### src/rtl/ntlm_pkg.sv
// shared types, codes and helper functions for the note to lamp mapper
package ntlm_pkg;

    typedef logic [1:0] kind_t;

    localparam kind_t KIND_PROGRAM  = 2'd0;
    localparam kind_t KIND_NOTE_ON  = 2'd1;
    localparam kind_t KIND_NOTE_OFF = 2'd2;

    localparam logic [31:0] GAP_RESET  = 32'd60000;
    localparam logic [3:0]  DRUM_RESET = 4'd9;

    typedef struct packed {
        kind_t       kind;
        logic [3:0]  channel;
        logic [6:0]  program_req;
        logic [6:0]  note;
        logic [6:0]  velocity;
        logic [31:0] time_us;
    } item_t;

    typedef struct packed {
        logic        valid;
        logic [2:0]  lamp;
        logic        level;
    } result_t;

    typedef struct packed {
        logic [31:0] retrigger_gap;
        logic [3:0]  drum_channel;
    } cfg_t;

    // floor(x / 12) for 8-bit x by reciprocal 683 / 8192
    function automatic logic [7:0] div12(input logic [7:0] x);
        logic [20:0] prod;
        prod = {13'd0, x} * 21'd683;
        return prod[20:13];
    endfunction

    // lamp for a pitch class: (note % 12) * lamps / 12, below lamps for lamps up to 12
    function automatic logic [3:0] lamp_of(input logic [6:0] note, input int lamps);
        logic [7:0] q;
        logic [7:0] r;
        logic [7:0] scaled;
        logic [7:0] lamp_q;
        q      = div12({1'b0, note});
        r      = {1'b0, note} - 8'(q * 8'd12);
        scaled = 8'(r[3:0] * 8'(lamps));
        lamp_q = div12(scaled);
        return lamp_q[3:0];
    endfunction

    function automatic logic program_muted(input logic [6:0] p);
        return (p >= 7'd8 && p <= 7'd15) || (p >= 7'd32 && p <= 7'd39) ||
               (p >= 7'd88 && p <= 7'd103);
    endfunction

endpackage

### src/rtl/note_to_lamp_mapper_top.sv
// top level: input request register, mapper core, result register and apb registers
//
// Music events in, lamp drive commands out. One event is accepted every cycle;
// an event that drives a lamp passes through the input register and then the
// result register to the result port, and events that change no lamp give no
// result. The single input register and the single result register set the
// flow: the input side stalls only while a result waits in the result register
// and m_ready is low. Configure the retrigger gap (address 0) and drum channel
// (address 4) only while no events are in flight.
module note_to_lamp_mapper_top #(
    parameter int LAMPS = 6
) (
    input  logic        aclk,
    input  logic        aresetn,
    input  logic        s_valid,
    output logic        s_ready,
    input  logic [1:0]  s_kind,
    input  logic [3:0]  s_channel,
    input  logic [6:0]  s_program_req,
    input  logic [6:0]  s_note,
    input  logic [6:0]  s_velocity,
    input  logic [31:0] s_time_us,
    output logic        m_valid,
    input  logic        m_ready,
    output logic [2:0]  m_lamp,
    output logic        m_level,
    input  logic        psel,
    input  logic        penable,
    input  logic        pwrite,
    input  logic [2:0]  paddr,
    input  logic [31:0] pwdata,
    output logic [31:0] prdata,
    output logic        pready
);
    import ntlm_pkg::*;

    item_t   in_item_reg;
    logic    in_valid_reg, in_valid_next;
    logic    m_valid_reg, m_valid_next;
    logic [2:0] lamp_reg;
    logic    level_reg;
    logic    advance;
    cfg_t    cfg;
    result_t res;

    ntlm_cfg u_cfg (
        .aclk    (aclk),
        .aresetn (aresetn),
        .psel    (psel),
        .penable (penable),
        .pwrite  (pwrite),
        .paddr   (paddr),
        .pwdata  (pwdata),
        .prdata  (prdata),
        .pready  (pready),
        .cfg     (cfg)
    );

    ntlm_core #(.LAMPS(LAMPS)) u_core (
        .aclk    (aclk),
        .aresetn (aresetn),
        .step    (advance),
        .item    (in_item_reg),
        .cfg     (cfg),
        .res     (res)
    );

    // the held request moves on when the result register is free or draining
    assign advance = in_valid_reg && (!m_valid_reg || m_ready);
    assign s_ready = !in_valid_reg || advance;

    always_comb begin
        in_valid_next = in_valid_reg;
        if (s_valid && s_ready) begin
            in_valid_next = 1'b1;
        end else if (advance) begin
            in_valid_next = 1'b0;
        end
        m_valid_next = m_valid_reg;
        if (advance) begin
            m_valid_next = res.valid;
        end else if (m_ready) begin
            m_valid_next = 1'b0;
        end
    end

    always_ff @(posedge aclk) begin
        if (!aresetn) begin
            in_valid_reg <= 1'b0;
            m_valid_reg  <= 1'b0;
        end else begin
            in_valid_reg <= in_valid_next;
            m_valid_reg  <= m_valid_next;
        end
    end

    always_ff @(posedge aclk) begin
        if (s_valid && s_ready) begin
            in_item_reg.kind        <= s_kind;
            in_item_reg.channel     <= s_channel;
            in_item_reg.program_req <= s_program_req;
            in_item_reg.note        <= s_note;
            in_item_reg.velocity    <= s_velocity;
            in_item_reg.time_us     <= s_time_us;
        end
        if (advance && res.valid) begin
            lamp_reg  <= res.lamp;
            level_reg <= res.level;
        end
    end

    assign m_valid = m_valid_reg;
    assign m_lamp  = lamp_reg;
    assign m_level = level_reg;

    a_hold_request: assert property (@(posedge aclk) disable iff (!aresetn)
        in_valid_reg && !advance |=> in_valid_reg && $stable(in_item_reg))
        else $error("held request lost while stalled");

    a_stall_cause: assert property (@(posedge aclk) disable iff (!aresetn)
        !s_ready |-> m_valid_reg && !m_ready && in_valid_reg)
        else $error("input stalled without a waiting result");

    a_result_lands: assert property (@(posedge aclk) disable iff (!aresetn)
        advance && res.valid |=> m_valid_reg)
        else $error("result not captured");

endmodule

### src/rtl/ntlm_cfg.sv
// apb configuration registers: retrigger gap and drum channel
module ntlm_cfg (
    input  logic               aclk,
    input  logic               aresetn,
    input  logic               psel,
    input  logic               penable,
    input  logic               pwrite,
    input  logic [2:0]         paddr,
    input  logic [31:0]        pwdata,
    output logic [31:0]        prdata,
    output logic               pready,
    output ntlm_pkg::cfg_t     cfg
);
    import ntlm_pkg::*;

    localparam logic REG_GAP  = 1'b0;
    localparam logic REG_DRUM = 1'b1;

    logic [31:0] gap_reg, gap_next;
    logic [3:0]  drum_reg, drum_next;
    logic        wr_en;

    assign pready = 1'b1;
    assign wr_en  = psel && penable && pwrite && pready;

    always_comb begin
        gap_next  = gap_reg;
        drum_next = drum_reg;
        if (wr_en) begin
            case (paddr[2])
                REG_GAP:  gap_next  = pwdata;
                REG_DRUM: drum_next = pwdata[3:0];
                default: ;
            endcase
        end
    end

    always_ff @(posedge aclk) begin
        if (!aresetn) begin
            gap_reg  <= GAP_RESET;
            drum_reg <= DRUM_RESET;
        end else begin
            gap_reg  <= gap_next;
            drum_reg <= drum_next;
        end
    end

    always_comb begin
        case (paddr[2])
            REG_GAP:  prdata = gap_reg;
            REG_DRUM: prdata = {28'd0, drum_reg};
            default:  prdata = 32'd0;
        endcase
    end

    assign cfg.retrigger_gap = gap_reg;
    assign cfg.drum_channel  = drum_reg;

endmodule

### src/rtl/ntlm_core.sv
// per-lamp slot state and the combinational event decision
module ntlm_core #(
    parameter int LAMPS = 6
) (
    input  logic                aclk,
    input  logic                aresetn,
    input  logic                step,
    input  ntlm_pkg::item_t     item,
    input  ntlm_pkg::cfg_t      cfg,
    output ntlm_pkg::result_t   res
);
    import ntlm_pkg::*;

    localparam int LAMP_W = (LAMPS > 1) ? $clog2(LAMPS) : 1;

    logic [LAMPS-1:0] busy_reg, busy_next;
    logic [LAMPS-1:0] rel_once_reg, rel_once_next;
    logic [LAMPS-1:0] pend_reg, pend_next;
    logic [15:0]      chen_reg, chen_next;
    logic [6:0]       held_note_reg [LAMPS];
    logic [3:0]       held_ch_reg [LAMPS];
    logic [31:0]      rel_time_reg [LAMPS];

    logic [3:0]        lamp4;
    logic [LAMP_W-1:0] idx;
    logic              playable;
    logic              note_on;
    logic              take;
    logic              release_hit;
    logic              lit;
    logic [31:0]       since;

    assign lamp4 = lamp_of(item.note, LAMPS);
    assign idx   = lamp4[LAMP_W-1:0];
    assign since = item.time_us - rel_time_reg[idx];

    always_comb begin
        busy_next     = busy_reg;
        rel_once_next = rel_once_reg;
        pend_next     = pend_reg;
        chen_next     = chen_reg;
        res           = '0;
        take          = 1'b0;
        release_hit   = 1'b0;
        lit           = !rel_once_reg[idx] || (since > cfg.retrigger_gap) || pend_reg[idx];
        playable      = (item.kind == KIND_NOTE_ON || item.kind == KIND_NOTE_OFF) &&
                        (item.channel != cfg.drum_channel) && chen_reg[item.channel];
        note_on       = (item.kind == KIND_NOTE_ON) && (item.velocity != 7'd0);
        if (step) begin
            if (item.kind == KIND_PROGRAM) begin
                busy_next                = '0;
                chen_next[item.channel]  = !program_muted(item.program_req);
            end else if (playable) begin
                if (note_on) begin
                    // free lamp, or steal from a higher-numbered channel
                    if (!busy_reg[idx] || held_ch_reg[idx] > item.channel) begin
                        take           = 1'b1;
                        busy_next[idx] = 1'b1;
                        pend_next[idx] = !lit;
                        res.valid      = 1'b1;
                        res.lamp       = lamp4[2:0];
                        res.level      = lit;
                    end
                end else if (busy_reg[idx] && held_note_reg[idx] == item.note &&
                             held_ch_reg[idx] == item.channel) begin
                    release_hit        = 1'b1;
                    busy_next[idx]     = 1'b0;
                    rel_once_next[idx] = 1'b1;
                    res.valid          = 1'b1;
                    res.lamp           = lamp4[2:0];
                    res.level          = 1'b0;
                end
            end
        end
    end

    always_ff @(posedge aclk) begin
        if (!aresetn) begin
            busy_reg     <= '0;
            rel_once_reg <= '0;
            pend_reg     <= '0;
            chen_reg     <= '1;
        end else begin
            busy_reg     <= busy_next;
            rel_once_reg <= rel_once_next;
            pend_reg     <= pend_next;
            chen_reg     <= chen_next;
        end
    end

    always_ff @(posedge aclk) begin
        if (take) begin
            held_note_reg[idx] <= item.note;
            held_ch_reg[idx]   <= item.channel;
        end
        if (release_hit) begin
            rel_time_reg[idx] <= item.time_us;
        end
    end

    a_prog_frees_all: assert property (@(posedge aclk) disable iff (!aresetn)
        step && item.kind == KIND_PROGRAM |=> busy_reg == '0)
        else $error("program change left a lamp busy");

    a_take_marks_busy: assert property (@(posedge aclk) disable iff (!aresetn)
        take |=> busy_reg[$past(idx)])
        else $error("taken lamp not marked busy");

    a_no_drum_result: assert property (@(posedge aclk) disable iff (!aresetn)
        res.valid |-> step && item.channel != cfg.drum_channel)
        else $error("result on drum channel or without a step");

endmodule
### config.mk
export PLATFORM = sky130hd
export DESIGN_NAME = note_to_lamp_mapper_top
export DESIGN_NICKNAME = d
export VERILOG_FILES = /design/src/rtl/ntlm_pkg.sv /design/src/rtl/note_to_lamp_mapper_top.sv /design/src/rtl/ntlm_cfg.sv /design/src/rtl/ntlm_core.sv
export SDC_FILE = /design/constraint.sdc
export NUM_CORES = 1
export LEC_CHECK = 0
export BUFFER_PORTS_ARGS = -buffer_cell sky130_fd_sc_hd__buf_2
export CORE_AREA = 4 4 176 195
export DETAILED_ROUTE_END_ITERATION = 7
export DIE_AREA = 0 0 180 199
export GPL_TIMING_DRIVEN = 1
export PLACE_DENSITY = 0.85
export SYNTH_ARGS = -nofsm -noshare
export SYNTH_HDL_FRONTEND = slang
export SYNTH_SLANG_ARGS = --single-unit
### constraint.sdc
create_clock -name aclk -period 14.28 [get_ports aclk]
set_clock_uncertainty 0.2 [all_clocks]
set_input_delay 0.714 -clock aclk [delete_from_list [all_inputs] [get_ports aclk]]
set_output_delay 0.714 -clock aclk [all_outputs]
set_load 0.01 [all_outputs]
==> Flow_metrics.wiki <==
{| class="wikitable"
! Metric !! Value
|-
| Run status || complete, no violations
|-
| Most used flip-flop cell after synthesis || edfxtp_1
|-
| Final HPWL from detailed placement || 31,830 um
|-
| Area share of the leading cell type in the synthesized netlist || 49.19%
|-
| Combinational family with the most area after synthesis || simple AND/OR/NAND/NOR gates
|-
| Worst Max-Slew Pin Slew || 1137 ps
|-
| WL per Instance || 20.60 um
|-
| Stage delay of the slowest cell on the critical path || 530 ps
|-
| Upper clock frequency limit || 73.41 MHz
|-
| Hold buffers post-CTS || 0
|-
| Fin nets || 2,111
|-
| Initial antenna violation count || 1
|-
| Syn-to-layout area delta || 14.14%
|-
| Classification of the worst-slack hold path || in -> reg
|-
| Unique masters post-synth || 73
|-
| Number of buffers added by the clock tree synthesis step || 40
|-
| Final critical-path required period || 13,620 ps
|-
| Die outline area || 35,820 um2
|-
| Number of flops mapped to enable cells by yosys || 318
|-
| Fraction of synthesized area in multiplexers || 2.481%
|-
| Effective utilization at floorplan || 60.29%
|-
| Reg2Reg Depth || 60
|-
| FF+latch count, synth || 390
|-
| Number of clock sinks || 390
|-
| Endpoint of the most critical register-to-register path || m_level
|-
| Worst-skew pair later-pin latency || 540 ps
|-
| Routed via count || 14,050
|-
| Cell at the root of the clock tree || clkbuf_16
|-
| Flip-flop count of the largest register after layout || 192
|-
| Start point of the worst min-delay path || s_time_us[12]
|-
| Sequential share of the synthesized area || 56.61%
|-
| Vias per cell || 6.078
|-
| Clock tree from TritonCTS || built
|-
| Buffers on Ports || 133
|-
| Global route total overflow || 0
|-
| Number of primary I/O pins || 140
|-
| Synthesized netlist cell count || 1,701
|-
| Chip Width || 180 um
|-
| Global routing usage summed across all routing layers || 25.73%
|-
| Dominant cells by area after synthesis || edfxtp_1 49%, ha_1 8.8%, dfxtp_1 7.4%
|-
| CTS max path bufs || 3
|-
| Total negative slack || 0 ps
|-
| R2R Setup Slk || 660 ps
|-
| Launch instance of the worst register-to-register path || in_item_reg[43]
|-
| Share of the clock period used by the worst path || 95.39%
|-
| Endpoints failing hold || 0
|-
| Vias in the first global route || 13,800
|-
| Final critical-path setup slack || 658.5 ps
|-
| Row count || 69
|-
| Hold Path End || in_item_reg[12]
|-
| Synth warnings || 0
|-
| Adder-cell area share of the yosys netlist || 10.79%
|-
| Fin. max-slew vios || 0
|-
| Startpoint types || flop
|-
| Setup crit end kind || flop
|-
| Setup violators final || 0
|-
| Antenna-violating nets left || 0
|-
| Clock transition at the registers of the reported paths || 60 ps
|-
| Fraction of registers with async set or reset after synthesis || 0%
|-
| First-pass GRT wire length || 73,040 um
|-
| Largest net degree at the start of global routing || 57
|-
| Drt drc || 0
|-
| Complex-gate fraction of the synthesized area || 11.62%
|-
| Synthesized area || 19,410 um2
|-
| Synthesized net count || 1,958
|-
| Die height || 199 um
|-
| Cell type contributing the most total cell area after synthesis || edfxtp_1
|-
| Post-placement setup slack || 141.0 ps
|-
| Placeable core area || 32,200 um2
|-
| Critical path type || reg -> reg
|-
| Headroom to the max-slew limit || 24.19%
|-
| Crit-path slowest cell || fa_1
|-
| Cell depth of the worst min-delay path || 1
|-
| Total of fill cells in the finished design || 2,169
|-
| Cells after DPL || 2,223
|-
| Area share of and/or/nand/nor cells after synthesis || 12.05%
|-
| Synthesized-area fraction occupied by xor and xnor cells || 2.739%
|-
| Detailed Routing Iterations Pass 1 || 5
|-
| Final cell count without fillers || 2,311
|-
| Drt total wl || 47,610 um
|-
| Maximum net fanout on the critical path || 7
|-
| Worst hold slack || 137.1 ps
|-
| Synth Area per Inst || 11.41 um2
|-
| Number of levels the H-tree was split into || 2
|-
| Signal arrival time at the worst endpoint || 13,680 ps
|-
| Cell seen most often among critical-path stages || ha_1
|-
| Fraction of final layout cells with drive strength greater than 1 || 16.61%
|-
| Number of DRC markers in iteration 0 || 1,430
|-
| Routability congestion estimate || 0.9140
|-
| Maximum Capacitance Violations || 0
|-
| Critical path data required time || 14,340 ps
|}
## final cells by class
type                       count  area (um2)  area share (%)
inverter                      97       364.1           1.643
clock inverter                29       259.0           1.169
multi-input combinational   1138        7901           35.66
timing repair buffer         187        1075           4.850
clock buffer                  43        1033           4.664
sequential                   390       10990           49.60
tap                          426       533.0           2.405
antenna                        1       2.502         0.01129
## worst max-delay path: cells and delay by family, from the launching register on
family / cells / cell delay, ps
adder cells (fa/ha/maj): 13 / 4700
AO/OA/AOI/OAI: 18 / 3700
AND/OR/NAND/NOR: 13 / 1890
XOR/XNOR: 7 / 1280
buffers and inverters: 9 / 1080
flip-flops: 1 / 470
## cell usage after synthesis, drive strengths merged (2+ instances only)
cell / count
a21boi: 3
nor4: 9
a31oi: 21
and4: 2
o31a: 4
o221ai: 3
nand2b: 8
o21bai: 3
ha: 137
clkbuf: 54
o2bb2ai: 2
mux2i: 26
or2: 7
and3: 4
nand4: 15
a21oi: 118
fa: 19
inv: 97
a211o: 5
xnor2: 42
a311oi: 32
nor3: 24
nand2: 279
nor2b: 8
o22ai: 29
a41o: 3
edfxtp: 318
nor2: 122
nor3b: 5
nand3b: 7
dfxtp: 72
a21o: 25
o211ai: 15
nand3: 40
buf: 23
xor2: 17
a211oi: 11
mux4: 9
o21ai: 46
o31ai: 7
or3: 3
o21a: 9
or4: 2
## what timing repair did
action / in CTS / in global routing
setup endpoints to repair: 0 / 7
setup buffers: 0 / 14
gates resized for setup: 0 / 24
## how the worst max path moves through the flow
stage,endpoint,startpoint,cells after the start
floorplan,m_level,in_item_reg[43],61
global placement,m_level,in_item_reg[43],60
detailed placement,m_level,in_item_reg[43],60
CTS,m_level,in_item_reg[43],60
global route,m_level,in_item_reg[43],61
finish,m_level,in_item_reg[43],60
## cells by family (layout without fill, tap and decap cells)
group | after synthesis | after routing
AO/OA/AOI/OAI | 346 | 346
XOR/XNOR | 59 | 59
adder cells (fa/ha/maj) | 156 | 156
buffers and inverters | 174 | 356
flip-flops | 390 | 390
multiplexers | 36 | 36
other | 1 | 2
AND/OR/NAND/NOR | 539 | 540
## layer usage
metal	GRT usage, %	wire length (um)
met3	3.511	3363
met5	0	0
met4	14.23	2715
met1	31.22	17880
met2	44.88	23650
## metrics by stage
step	area, um2	util (%)
after floorplan	19410	-
after global placement	20630	64.06
after detailed placement	20630	64.06
after CTS	21920	68.08
after global routing	22160	68.80
final	22160	68.81
## cells in the final DEF (no fill, tap or decap), types with 26 or more instances in the layout
| cell type | instances |
|---|---|
| dfxtp_1 | 72 |
| o21ai_0 | 44 |
| xnor2_1 | 38 |
| mux2i_1 | 26 |
| inv_1 | 97 |
| nand3_1 | 40 |
| clkbuf_16 | 41 |
| o22ai_1 | 29 |
| edfxtp_1 | 318 |
| nand2_1 | 279 |
| ha_1 | 132 |
| buf_2 | 133 |
| nor2_1 | 115 |
| buf_4 | 53 |
| a311oi_1 | 27 |
| a21oi_1 | 114 |
Power is not shown: default switching activity piles up to over one toggle a cycle in this logic, so the estimate is an artifact.
